==> src/hdl/mpu_region_translate_core_assert.svh <==
// Assertion macros for the region translate core.
// Included by the top level; uses its clk and rst signals.
`ifndef MPU_REGION_TRANSLATE_CORE_ASSERT_SVH
`define MPU_REGION_TRANSLATE_CORE_ASSERT_SVH

// Consequent must hold in the same cycle as the antecedent.
`define MRT_ASSERT_SAME(lbl, ante, cons, msg) \
  lbl: assert property (@(posedge clk) disable iff (rst) (ante) |-> (cons)) else $error(msg);

// Consequent must hold in the cycle after the antecedent.
`define MRT_ASSERT_NEXT(lbl, ante, cons, msg) \
  lbl: assert property (@(posedge clk) disable iff (rst) (ante) |=> (cons)) else $error(msg);

`endif

==> src/hdl/mrt_pkg.sv <==
// Shared types, constants and helpers of the region translate core.
// Used by mrt_cell and mpu_region_translate_core; depends on nothing.
package mrt_pkg;

  localparam int ENTRIES    = 64;
  localparam int ADDR_W     = 64;
  localparam int PAGE_SHIFT = 12;
  localparam int VPN_W      = ADDR_W - PAGE_SHIFT;
  localparam int IDX_W      = 6;
  localparam int PERM_W     = 6;
  localparam int SLOT_CMP_W = 9;
  localparam int CFG_ADDR_W = 3;
  localparam int CFG_DATA_W = 32;
  localparam int IN_DATA_W  = 240;

  localparam logic FUNC_WRITE = 1'b0;
  localparam logic FUNC_XLATE = 1'b1;

  localparam logic REG_MPU_ENABLE = 1'b0;

  localparam logic [2:0] PERM_SR = 3'd0;
  localparam logic [2:0] PERM_SW = 3'd1;
  localparam logic [2:0] PERM_SX = 3'd2;
  localparam logic [2:0] PERM_UR = 3'd3;
  localparam logic [2:0] PERM_UW = 3'd4;
  localparam logic [2:0] PERM_UX = 3'd5;

  typedef enum logic [1:0] {
    ST_OK      = 2'd0,
    ST_NOMATCH = 2'd1,
    ST_DENIED  = 2'd2,
    ST_WRITTEN = 2'd3
  } status_t;

  // Input tdata layout, highest field first.
  typedef struct packed {
    logic [2:0]        pad;
    logic              override_security;
    logic              is_supervisor;
    logic              is_execute;
    logic              is_write;
    logic [ADDR_W-1:0] access_va;
    logic [PERM_W-1:0] entry_perms;
    logic [VPN_W-1:0]  entry_size_pages;
    logic [VPN_W-1:0]  entry_pa_page;
    logic [VPN_W-1:0]  entry_va_page;
    logic              entry_valid;
    logic [IDX_W-1:0]  entry_index;
  } in_data_t;

  typedef struct packed {
    logic              valid;
    logic [VPN_W-1:0]  va_page;
    logic [VPN_W-1:0]  pa_page;
    logic [VPN_W-1:0]  size_pages;
    logic [PERM_W-1:0] perms;
  } region_wr_t;

  typedef struct packed {
    logic [ADDR_W-1:0] va;
    logic              is_write;
    logic              is_execute;
    logic              is_supervisor;
    logic              override_security;
  } req_t;

  // What travels from cell to cell: the search token and, once a region
  // has decided, the finished answer.
  typedef struct packed {
    logic              valid;
    logic              done;
    status_t           status;
    logic [ADDR_W-1:0] addr;
  } beat_t;

  function automatic logic [2:0] perm_select(input logic wr, input logic ex,
                                             input logic sup);
    logic [2:0] bit_idx;
    if (ex) begin
      bit_idx = sup ? PERM_SX : PERM_UX;
    end else if (wr) begin
      bit_idx = sup ? PERM_SW : PERM_UW;
    end else begin
      bit_idx = sup ? PERM_SR : PERM_UR;
    end
    return bit_idx;
  endfunction

endpackage

==> src/hdl/mrt_cell.sv <==
// One region cell of the translate chain: holds one region and checks the
// passing search beat against it. Depends on mrt_pkg.
module mrt_cell
  import mrt_pkg::*;
(
  input  logic       clk,
  input  logic       rst,
  input  logic       adv,
  input  logic       we,
  input  region_wr_t wr,
  input  req_t       req,
  input  beat_t      beat_in,
  output beat_t      beat_out
);

  logic              valid;
  logic [VPN_W-1:0]  va_base;
  logic [VPN_W-1:0]  delta;
  logic [VPN_W-1:0]  length;
  logic [PERM_W-1:0] perms;

  logic [VPN_W-1:0]  vpage;
  logic [VPN_W-1:0]  page_off;
  logic              hit;
  logic              perm_ok;
  logic [ADDR_W-1:0] phys;
  beat_t             beat_next;

  always_ff @(posedge clk) begin
    if (rst) begin
      valid <= 1'b0;
    end else if (we) begin
      valid <= wr.valid;
    end
  end

  // The page delta is kept instead of the physical base, so the output
  // address is one add on the incoming page number.
  always_ff @(posedge clk) begin
    if (we) begin
      va_base <= wr.va_page;
      delta   <= wr.pa_page - wr.va_page;
      length  <= wr.size_pages;
      perms   <= wr.perms;
    end
  end

  always_comb begin
    vpage    = req.va[ADDR_W-1:PAGE_SHIFT];
    page_off = vpage - va_base;
    hit      = valid && (vpage >= va_base) && (page_off < length);
    perm_ok  = req.override_security ||
               perms[perm_select(req.is_write, req.is_execute, req.is_supervisor)];
    phys     = {vpage + delta, req.va[PAGE_SHIFT-1:0]};

    beat_next = beat_in;
    if (beat_in.valid && !beat_in.done && hit) begin
      beat_next.done = 1'b1;
      if (perm_ok) begin
        beat_next.status = ST_OK;
        beat_next.addr   = phys;
      end else begin
        beat_next.status = ST_DENIED;
        beat_next.addr   = '0;
      end
    end
  end

  always_ff @(posedge clk) begin
    if (rst) begin
      beat_out.valid <= 1'b0;
    end else if (adv) begin
      beat_out.valid <= beat_next.valid;
    end
    if (adv) begin
      beat_out.done   <= beat_next.done;
      beat_out.status <= beat_next.status;
      beat_out.addr   <= beat_next.addr;
    end
  end

endmodule

==> config.mk <==
export PLATFORM = sky130hd
export DESIGN_NAME = mrt_cell
export DESIGN_NICKNAME = d
export VERILOG_FILES = /design/src/hdl/mpu_region_translate_core_assert.svh /design/src/hdl/mrt_pkg.sv /design/src/hdl/mrt_cell.sv
export SDC_FILE = /design/constraint.sdc
export NUM_CORES = 1
export LEC_CHECK = 0
export BUFFER_PORTS_ARGS = -buffer_cell sky130_fd_sc_hd__buf_4
export CAP_MARGIN = 10
export CORE_MARGIN = 5
export CORE_UTILIZATION = 51
export DETAILED_ROUTE_END_ITERATION = 8
export PLACE_DENSITY_LB_ADDON = 0.1
export SYNTH_ARGS = -nofsm -noshare
export SYNTH_HDL_FRONTEND = slang
export SYNTH_SLANG_ARGS = --single-unit
export TNS_END_PERCENT = 50
==> constraint.sdc <==
create_clock -name clk -period 5.67 [get_ports clk]
set_input_delay 1.4175 -clock clk [delete_from_list [all_inputs] [get_ports clk]]
set_output_delay 1.4175 -clock clk [all_outputs]
set_load 0.05 [all_outputs]
**Yosys cells after proc, flatten, opt, wreduce, memory -nomap -nowiden**

Index checks and enable logic that the tools add are counted.

- Add/sub/neg operators: 3
- Order comparisons: 3
- Multiplexer cells: 9
- Reductions and logical operators: 6

Operators by type and width:

| operator | count |
|---|---|
| $mux 66 | 2 |
| $sub 52x52->52 | 2 |
| $add 52x52->52 | 1 |
| $ge 52x52->1 | 1 |
| $lt 52x52->1 | 1 |
| $mux 3 | 4 |
| $logic_and 1x1->1 | 4 |
| $lt 3x4->1 const B | 1 |
| $bmux 1 s3 | 1 |
| $mux 2 | 1 |
| $logic_not 1->1 | 1 |
| $logic_or 1x1->1 | 1 |
| $mux 1 | 1 |

- Register bits: 231
- Input port bits: 303
- Output and inout port bits: 68
- Logic and storage cells: 30

**Logic depth before layout (Yosys ltp)**

Gate-level depths: netlist of run 1.

- Depth in word-level cells: 8
- Gate-level depth with buffers: 27
- Mapped depth without buffers: 24

**Worst setup path before layout of run 1**

OpenSTA, ideal clock, no wires.

- Path kind: input to register
- Start point: input port req[16] in the netlist's numbering
- End point: register beat_out[64] in the netlist's numbering (data pin)
- Setup time: 0.255 ns
- Data arrival time: 5.572 ns
- Data required time: 5.415 ns
- Setup slack: -0.157 ns
- Cell stages on the path: 24
- Cell sequence: inv_1 ha_1 fa_1 nor2b_1 o31a_1 o221ai_1 a21oi_2 o211ai_2 a31oi_1 o211ai_1 a2111oi_2 nor2_1 xnor2_1 ha_1 and3_1 a221oi_1 o211ai_1 nor3_1 a31oi_1 a21o_1 buf_2 buf_2 buf_2 and2_1

- Word-level cells in the longest chain between the ends: 5
- Elaborated cells on any way between the ends: 7
- Classes of those cells: add/sub: 1; order compare: 2; mux: 1; reduce/logical: 3

RTL lines:

| element | line | RTL |
|---|---|---|
| start, declared | mrt_cell.sv:11 | `input req_t req,` |
| $sub 52x52->52 / $ge 52x52->1 (equally long branches) | mrt_cell.sv:50, mrt_cell.sv:51 |  |
| $lt 52x52->1 / $logic_and 1x1->1 (equally long branches) | mrt_cell.sv:51 | `hit = valid && (vpage >= va_base) && (page_off < length);` |
| $logic_and 1x1->1 (*) | mrt_cell.sv:51 |  |
| $logic_and 1x1->1 (*) | mrt_cell.sv:57 | `if (beat_in.valid && !beat_in.done && hit) begin` |
| $mux 66 (*) | mrt_cell.sv:57 |  |
| end, declared | mrt_cell.sv:13 | `output beat_t beat_out` |

Mark *: on every way between the ends. The rest lies on a longest branch, timed or not.
A chain may end at the register's enable or synchronous reset.

==> results_dict.tcl, run 1 <==
set metrics [dict create \
    relSlewSlack_pct 37.4 \
    start_kind "input pin" \
    grt_overflow 0 \
    gp_congestion 0.955 \
    cts.path.max_buffers 3 \
    cp-end-kind "register" \
    clock_latency_ps 560 \
    fill_cells 2792 \
    final_nets 2960 \
    first_iter_violations 1283 \
    cts_root_buf "clkbuf_16" \
    antenna_found_initial 4 \
    cts_htree_levels 1 \
    grt_pass1_vias 16500 \
    hp-class "reg -> reg" \
    ys_seq_area_share_pct 37.7 \
    post-route-min-period_ps 5700 \
    crit_required_ps 6040 \
    dp_slack_ps -1070 \
    violations "setup timing" \
    synthFlopType "edfxtp_1" \
    drc 0 \
    cts_tree "yes" \
    wl_per_cell_um 21.2 \
    crit_family "compound AO/OA/AOI/OAI gates" \
    hold_slack_ps 509 \
    first_pass_iters 5 \
    synth_edf_count 229 \
    fin_worst_skew_ps 11.8 \
    p_per_area_nw_per_um2 272 \
    yosysUniqueCellTypes 85 \
    rsz0062_at_grt "yes" \
    worst-setup-path-type "in -> reg" \
    max_freq_mhz 175 \
    finalSetupViolations 9 \
    worst_pin_slew_ps 939 \
    vias 16900 \
    io_pins 371 \
    postLayoutCellArea_um2 24300 \
    dp_hpwl_mm 50.2 \
    synth-warning-count 0 \
    cp_num_buf_inv 4 \
    core-area_um2 35600 \
    clk_pin_slew_ps 60 \
    layout-drive-gt1-share_pct 28.8 \
    routed_wl_mm 62.0 \
    path_cells "buf_8 > inv_4 > ha_4 > fa_2 > nor2b_4 > o31a_1 > o221ai_4 > a21oi_4 > o211ai_2 > a31oi_2 > o211ai_1 > a2111oi_2 > buf_4 > nor2_2 > xnor2_1 > ha_1 > and3_4 > a221oi_2 > o211ai_1 > nor3_2 > a31oi_2 > a21o_4 > buf_12 > o31ai_1" \
    postSynthCellCount 1924 \
    layout_setup_ws_ps -28.2 \
    grt_usage_pct 29.6 \
    initial_core_util_pct 51.6 \
    slew_viol_final 0 \
    fin_crit_sh_pct 100 \
    max_cap_violations 0 \
    cpPeakStageDelay_ps 370 \
    cts.sinks 231 \
    port_buffers 370 \
    die_w_um 200 \
    grt_pass1_wl_mm 92.2 \
    crit_path_max_fanout 25 \
    status "complete, but fails checks" \
    die_area_um2 39900 \
    syn_area_um2 18400 \
    dpl.cell_count 2865 \
    ff2ff_setup_slack_ps 470 \
    viasPerCell 5.77 \
    fin_cells 2929 \
    cts_buffers 26 \
    ys_ff_latch 231 \
    ant_nets 0 \
    arrival_ps 6070 \
    ir_drop_mv 0.287 \
    hold_buffers 0 \
    p_leak_nw 11.5 \
    syn_area_per_cell_um2 9.54 \
    dpl_cell_area_um2 22800 \
    finalHoldViolations 0 \
    ys_async_sr_fraction_pct 0 \
    num_rows 69 \
    cpMaxStageDelayCell "fa_2" \
    syn_nets 2437 \
    area_growth_syn_to_layout_pct 32.2 \
    die_y_um 200 \
    grt_max_degree 70 \
]
==> cells by family after synthesis <==
family / synth area share, %
adders and majority gates: 14.4
and+or+nand+nor: 11.1
muxes: 0.511
DFF: 37.7
xor gates and xnor gates: 7.01
buffers and inverters: 5.93
AOI/OAI and AO/OA: 23.3
==> power breakdown <==
group,switching (mW),total (mW),internal [mW]
logic,1.59,2.77,1.17
clock network,0.698,1.67,0.975
registers,0.0732,2.15,2.08
total,2.37,6.59,4.23
==> registers in the layout (all words and copies together) (netlist names) <==
signal,cells
beat_out,68
delta,52
length,52
va_base,52
perms,6
valid,1
==> cell type report <==
| type | count | area (um2) | share of cell area [%] |
|---|---|---|---|
| repair buffers | 557 | 4290 | 17.7 |
| clock buffers | 33 | 677 | 2.79 |
| well taps | 461 | 577 | 2.38 |
| flip-flops and latches | 231 | 6920 | 28.5 |
| clock inverters | 13 | 146 | 0.603 |
| inverters | 217 | 817 | 3.37 |
| multi-input cells | 1414 | 10800 | 44.7 |
| diodes | 3 | 7.51 | 0.0309 |
==> tightest hold or removal path: stages (launching register included) <==
cell,delay (ps)
dfxtp_1,330
mux2i_1,70
nor2_1,80
==> timing repair <==
item                                    in CTS  in global routing
resized for setup                           54                 44
cloned                                       5                  0
buffers inserted                             4                  6
pin swaps                                   29                 15
endpoints found under the setup margin      67                 67
==> cells in the final DEF (no fill, tap or decap), drive strengths merged, types with 5 or more instances in the layout <==
cell,n
a211oi,16
a21boi,6
a21o,114
a21oi,181
a221oi,6
a31oi,19
and2,6
and3,17
and4,6
buf,557
clkbuf,33
clkinv,9
edfxtp,229
ha,207
inv,217
mux2i,6
nand2,161
nand2b,18
nand3,34
nand4,39
nor2,84
nor2b,22
nor3,15
nor3b,6
o211a,5
o211ai,10
o21a,23
o21ai,83
o21bai,34
o221ai,5
o31a,5
o31ai,71
o41ai,5
or2,5
xnor2,94
xor2,53
==> cells in the mapped netlist, drive strengths merged, types with 34 or more instances <==
cell | instances | area share (%)
xor2 | 53 | 2.5
a21oi | 181 | 5.1
xnor2 | 94 | 4.5
o31ai | 71 | 3.0
nand3 | 34 | 0.93
ha | 207 | 14
o21ai | 83 | 2.3
clkbuf | 46 | 0.94
inv | 217 | 4.4
nand4 | 39 | 1.3
a21o | 111 | 4.5
nor2 | 84 | 1.7
nand2 | 161 | 3.3
o21bai | 34 | 1.4
edfxtp | 229 | 37
==> final timing paths <==
check                            startpoint                   endpoint  depth (start not counted)
setup reg to reg       va_base[0]$_DFFE_PP_     beat_out[61]$_DFFE_PP_                         22
setup / recovery                    req[16]     beat_out[61]$_DFFE_PP_                         24
hold / removal    beat_out[67]$_SDFFE_PP0P_  beat_out[67]$_SDFFE_PP0P_                          2
hold reg to reg   beat_out[67]$_SDFFE_PP0P_  beat_out[67]$_SDFFE_PP0P_                          2
==> through the flow <==
| step | TNS, ps | util (%) | power, mW |
|---|---|---|---|
| floorplan | 0 | - | 3.82 |
| global placement | -58270 | 64.2 | 4.77 |
| detailed placement | -68080 | 64.2 | 4.80 |
| CTS | -4780 | 67.5 | 6.53 |
| global route | -12610 | 68.2 | 6.93 |
| finish | -84.9 | 68.3 | 6.59 |
==> per-layer routing <==
metal	vias to the layer above	global-route usage (%)	part of all wire (%)
met2	704	49.0	47
li1	8101	-	-
met5	-	0	0.018
met4	2	8.75	2.9
met3	106	4.46	8.2
met1	8000	40.5	42
(Power assumes the default switching activity.)
==> run 2: changes to the inputs <==
- SKIP_CTS_REPAIR_TIMING: unset -> 1
- clock period: 5.67 -> 5.1 ns (I/O delays scaled with it)
==> run 2 against run 1 <==
Effect of this change: the flow still finishes with violations (setup timing); worst setup slack lost 660 ps; combinational power grew 14%; critical path depth shrank 1; clock power grew 17%; wire length grew 0.44%; count of clock-buffer cells in the layout shrank 1; via count grew 1.4%; worst hold slack gained 15 ps; flip-flop and latch count is the same; global-route usage shrank 0.38 points; sequential share of layout area shrank 0.52 points; total power grew 14%; critical endpoint is now beat_out[13]$_DFFE_PP_.
==> results_dict.tcl, run 2 (synthesis gave the netlist of run 1 again) <==
set metrics [dict create \
    status "complete, but fails checks" \
    violations "setup timing" \
    wl_per_cell_um 20.9 \
    cp-end-kind "register" \
    finalHoldViolations 0 \
    p_per_area_nw_per_um2 304 \
    cts.path.max_buffers 3 \
    finalSetupViolations 67 \
    initial_core_util_pct 51.6 \
    ff2ff_setup_slack_ps -270 \
    clock_latency_ps 550 \
    mostFrequentLayoutCells "600 x buf_4, 229 x edfxtp_1, 215 x inv_1" \
    final_core_util_pct 69.5 \
    cts_tree "yes" \
    cts_root_buf "clkbuf_16" \
    fin_crit_sh_pct 114 \
    grt_pass1_wl_mm 90.8 \
    area_growth_syn_to_layout_pct 34.7 \
    die_w_um 200 \
    viasPerCell 5.75 \
    grt_usage_pct 29.2 \
    slew_viol_final 0 \
    post-route-min-period_ps 5790 \
    r2r_cells 23 \
    worst-setup-path-type "in -> reg" \
    first_iter_violations 1325 \
    grt_max_degree 74 \
    timing.rr.end "beat_out[13]$_DFFE_PP_" \
    rsz0062_at_grt "yes" \
    die_area_um2 39900 \
    final_common_cell "buf_4" \
    r2r-start "va_base[0]$_DFFE_PP_" \
    core-area_um2 35600 \
    num_rows 69 \
    p_leak_nw 11.8 \
    fin_worst_skew_ps 14.2 \
    arrival_ps 6160 \
    layout-drive-gt1-share_pct 30.4 \
    dp_hpwl_mm 50.8 \
    ant_nets 0 \
    routed_wl_mm 62.3 \
    cts.sinks 231 \
    max_cap_violations 0 \
    vias 17200 \
    max_freq_mhz 173 \
    gp_congestion 0.968 \
    io_pins 371 \
    relSlewSlack_pct 37.4 \
    layout_setup_ws_ps -689 \
    whs_endpoint "valid$_SDFFE_PP0P_" \
    grt_pass1_vias 16500 \
    cts_buffers 27 \
    grt_overflow 0 \
    crit_required_ps 5470 \
    finalSetupTns_ps -40410 \
    ir_drop_mv 0.267 \
    crit_path_max_fanout 25 \
    fill_cells 2797 \
    holdPathStages 2 \
    start_kind "input pin" \
    die_y_um 200 \
    clk_pin_slew_ps 60 \
    port_buffers 370 \
    largest_register_ffs 68 \
    hp-class "reg -> reg" \
    antenna_found_initial 2 \
    regMostFlops "beat_out" \
    final_nets 3014 \
    drc 0 \
    cts_htree_levels 1 \
    worst_pin_slew_ps 939 \
    hp-start "valid$_SDFFE_PP0P_" \
    first_pass_iters 5 \
]
run 2: cell count changes in the layout (fill, tap and decap cells not counted), sizes merged:
cell | before | now
a21o | 114 | 113
clkbuf | 33 | 34
bufinv | 3 | 4
diode | 3 | 2
inv | 217 | 218
clkinvlp | 1 | 2
buf | 557 | 609
run 2: metal layers:
metal	wire [um]	GRT usage (%)
met5	0	0
met4	2040	9.21
met3	5140	4.67
met2	29000	48.2
met1	26100	39.7
run 2: area by class of cell:
| type | count | area (um2) | share of cell area, % |
|---|---|---|---|
| multi-input combinational | 1413 | 10800 | 43.8 |
| sequential | 231 | 6920 | 28.0 |
| timing repair buffer | 611 | 4710 | 19.0 |
| inverter | 217 | 822 | 3.32 |
| clock buffer | 32 | 694 | 2.81 |
| tap | 461 | 577 | 2.33 |
| clock inverter | 16 | 185 | 0.749 |
| antenna | 2 | 5.00 | 0.0202 |
run 2: stage by stage:
step                instances  worst slack (ps)  area (um2)  total power, mW  hold slack [ps]
floorplan                1924              -269       18500             4.26              461
finish                   2983              -689       24700             7.51              525
CTS                      2970              -859       24200             7.41              519
detailed placement       2922             -1410       23400             5.45              504
global placement         2922             -1290       23400             5.39              478
global route             2982              -831       24700             7.88              557
run 2: how the worst max path moves through the flow:
stage | cells after the start | start | endpoint
global placement | 23 | req[18] | beat_out[28]$_DFFE_PP_
detailed placement | 23 | req[17] | beat_out[39]$_DFFE_PP_
finish | 23 | req[29] | beat_out[13]$_DFFE_PP_
floorplan | 24 | req[16] | beat_out[64]$_SDFFCE_PP0P_
global route | 23 | req[32] | beat_out[8]$_DFFE_PP_
CTS | 23 | req[17] | beat_out[39]$_DFFE_PP_
run 2: critical path, stage by stage:
cell and delay [ps]:
buf_4 130, ha_1 310, nand4_1 240, nor3_4 330, o221ai_4 200, a21oi_4 220, o211ai_4 140, a31oi_4 200
o211ai_1 150, a2111oi_2 420, buf_4 200, nor2_4 40, xnor2_2 140, ha_1 290, and3_4 180, a221oi_2 260
o211ai_1 110, buf_4 160, nor3_4 210, a31oi_4 140, a21o_4 290, clkbuf_16 220, o31ai_1 270
run 2: power breakdown:
part           total, mW  internal, mW  switching [mW]
Clock               1.96          1.17           0.793
Sequential          2.39          2.31          0.0794
Combinational       3.16          1.35            1.81
Total               7.51          4.83            2.68
==> run 3: changes to the inputs <==
--- a/config.mk
+++ b/config.mk
@@ -8,7 +8,10 @@
 export BUFFER_PORTS_ARGS = -buffer_cell sky130_fd_sc_hd__buf_4
 export CAP_MARGIN = 10
+export CELL_PAD_IN_SITES_DETAIL_PLACEMENT = 0
+export CELL_PAD_IN_SITES_GLOBAL_PLACEMENT = 1
 export CORE_MARGIN = 5
-export CORE_UTILIZATION = 51
+export CORE_UTILIZATION = 39
 export DETAILED_ROUTE_END_ITERATION = 8
+export MAX_ROUTING_LAYER = met4
 export PLACE_DENSITY_LB_ADDON = 0.1
 export SKIP_CTS_REPAIR_TIMING = 1
==> constraint.sdc (replaced) <==
create_clock -name clk -period 5.1 [get_ports clk]
set_input_delay 1.275 -clock clk [delete_from_list [all_inputs] [get_ports clk]]
set_output_delay 1.275 -clock clk [all_outputs]
set_load 0.02 [all_outputs]
==> run 3 against run 2 <==
Effect of this change: via count decreased by 2.5%; flip-flop and latch count unchanged; global-route usage decreased by 4.3 points; first-iteration DRC count decreased by 8.5%; critical path depth increased by 2; sequential share of layout area decreased by 0.45 points; combinational power decreased by 2%; worst hold slack got worse by 10 ps; the run still ends with setup timing left; highest routed layer unchanged; cell area increased by 1.6%; total power increased by 2.5%; cell count increased by 5.0%.
==> results_dict.tcl, run 3 (synthesis gave the netlist of run 1 again) <==
set metrics [dict create \
    cts.path.max_buffers 3 \
    arrival_ps 5920 \
    clock_latency_ps 590 \
    slew_viol_final 0 \
    viasPerCell 5.34 \
    grt_overflow 0 \
    hold_slack_ps 514 \
    fill_cells 4325 \
    core-area_um2 46600 \
    violations "setup timing" \
    die_y_um 227 \
    gp_congestion 0.913 \
    finalSetupViolations 67 \
    p_per_area_nw_per_um2 306 \
    regMostFlops "beat_out" \
    antenna_found_initial 3 \
    p_leak_nw 11.9 \
    vias 16700 \
    worst-setup-path-type "in -> reg" \
    num_rows 79 \
    fin_worst_skew_ps 30.7 \
    grt_max_degree 85 \
    drc 0 \
    start_kind "input pin" \
    power.total_mw 7.70 \
    largest_register_ffs 68 \
    cts_root_buf "clkbuf_16" \
    fin_crit_sh_pct 108 \
    postLayoutCellArea_um2 25100 \
    relSlewSlack_pct 36.0 \
    finalSetupTns_ps -22420 \
    max_cap_violations 0 \
    mostFrequentLayoutCells "592 x buf_4, 229 x edfxtp_1, 215 x inv_1" \
    grt_pass1_wl_mm 96.1 \
    grt_usage_pct 24.9 \
    area_growth_syn_to_layout_pct 36.9 \
    cts_tree "yes" \
    final_nets 3010 \
    port_buffers 370 \
    rsz0062_at_grt "yes" \
    cts.sinks 231 \
    die_w_um 227 \
    worst_pin_slew_ps 960 \
    status "complete, but fails checks" \
    dpl_cell_area_um2 23500 \
    first_iter_violations 1213 \
    layout-drive-gt1-share_pct 30.9 \
    layout_setup_ws_ps -409 \
    dp_hpwl_mm 54.4 \
    ant_nets 0 \
    final_common_cell "buf_4" \
    max_freq_mhz 182 \
    wl_per_cell_um 21.0 \
    finalHoldViolations 0 \
    routed_wl_mm 65.7 \
    cts_buffers 30 \
    die_area_um2 51500 \
    grt_pass1_vias 16400 \
    io_pins 371 \
    post-route-min-period_ps 5510 \
    final_core_util_pct 54.0 \
    crit_required_ps 5510 \
    initial_core_util_pct 39.4 \
    cts_htree_levels 1 \
    cp-end-kind "register" \
    clk_pin_slew_ps 60 \
    hp-class "reg -> reg" \
    ir_drop_mv 0.239 \
    crit_path_max_fanout 22 \
    first_pass_iters 5 \
]
==> run 3: path summary, 6_finish.rpt <==
path / startpoint / endpoint / slack (ps) / depth (start not counted)
hold / removal: valid$_SDFFE_PP0P_ / valid$_SDFFE_PP0P_ / 510 / 2
setup reg to reg: va_base[0]$_DFFE_PP_ / beat_out[21]$_DFFE_PP_ / -90 / 23
setup / recovery: req[28] / beat_out[21]$_DFFE_PP_ / -410 / 25
hold reg to reg: valid$_SDFFE_PP0P_ / valid$_SDFFE_PP0P_ / 510 / 2
==> run 3: per-stage QoR <==
step / std cells / setup slack, ps
3_3_place_gp: 3063 / -1030
5_1_grt: 3131 / -599
4_1_cts: 3119 / -536
6_report: 3131 / -409
3_5_place_dp: 3063 / -1120
2_1_floorplan: 1924 / -269
==> run 3: area by class of cell <==
type	instances	area [um2]	share of cell area, %
Antenna cell	3	7.51	0.0299
Clock buffer	32	758	3.02
Clock inverter	24	274	1.09
Inverter	217	822	3.27
Multi-Input combinational cell	1411	10900	43.3
Sequential cell	231	6920	27.5
Tap cell	607	759	3.02
Timing Repair Buffer	606	4720	18.8
==> run 3: metal layers <==
metal	routed length (um)	track usage (%)	up-vias
met5	0	-	-
met4	1500	5.86	0
met3	4190	3.47	82
met2	30200	39.5	500
met1	29800	34.2	7933
li1	-	-	8208
==> run 3: report_power, final <==
group | internal, mW | total, mW | leakage (nW) | switching, mW
registers | 2.31 | 2.39 | 2.26 | 0.0767
clock network | 1.33 | 2.22 | 0.490 | 0.888
logic | 1.37 | 3.10 | 9.13 | 1.73
==> run 3: worst max-delay path: stages <==
cell and delay, ps:
buf_4 130, ha_4 250, a21o_1 190, o21a_1 210, a2111oi_4 370, a21oi_4 120, buf_4 160, o21ai_4 130
inv_2 60, a221o_1 330, a21oi_2 190, o21ai_1 90, xor2_1 170, ha_1 190, a21o_1 180, a21o_1 190
a21o_1 180, a21oi_2 130, o221a_2 200, o31a_1 180, a31oi_2 70, a21o_4 270, buf_12 160, clkbuf_16 200
o31ai_2 260
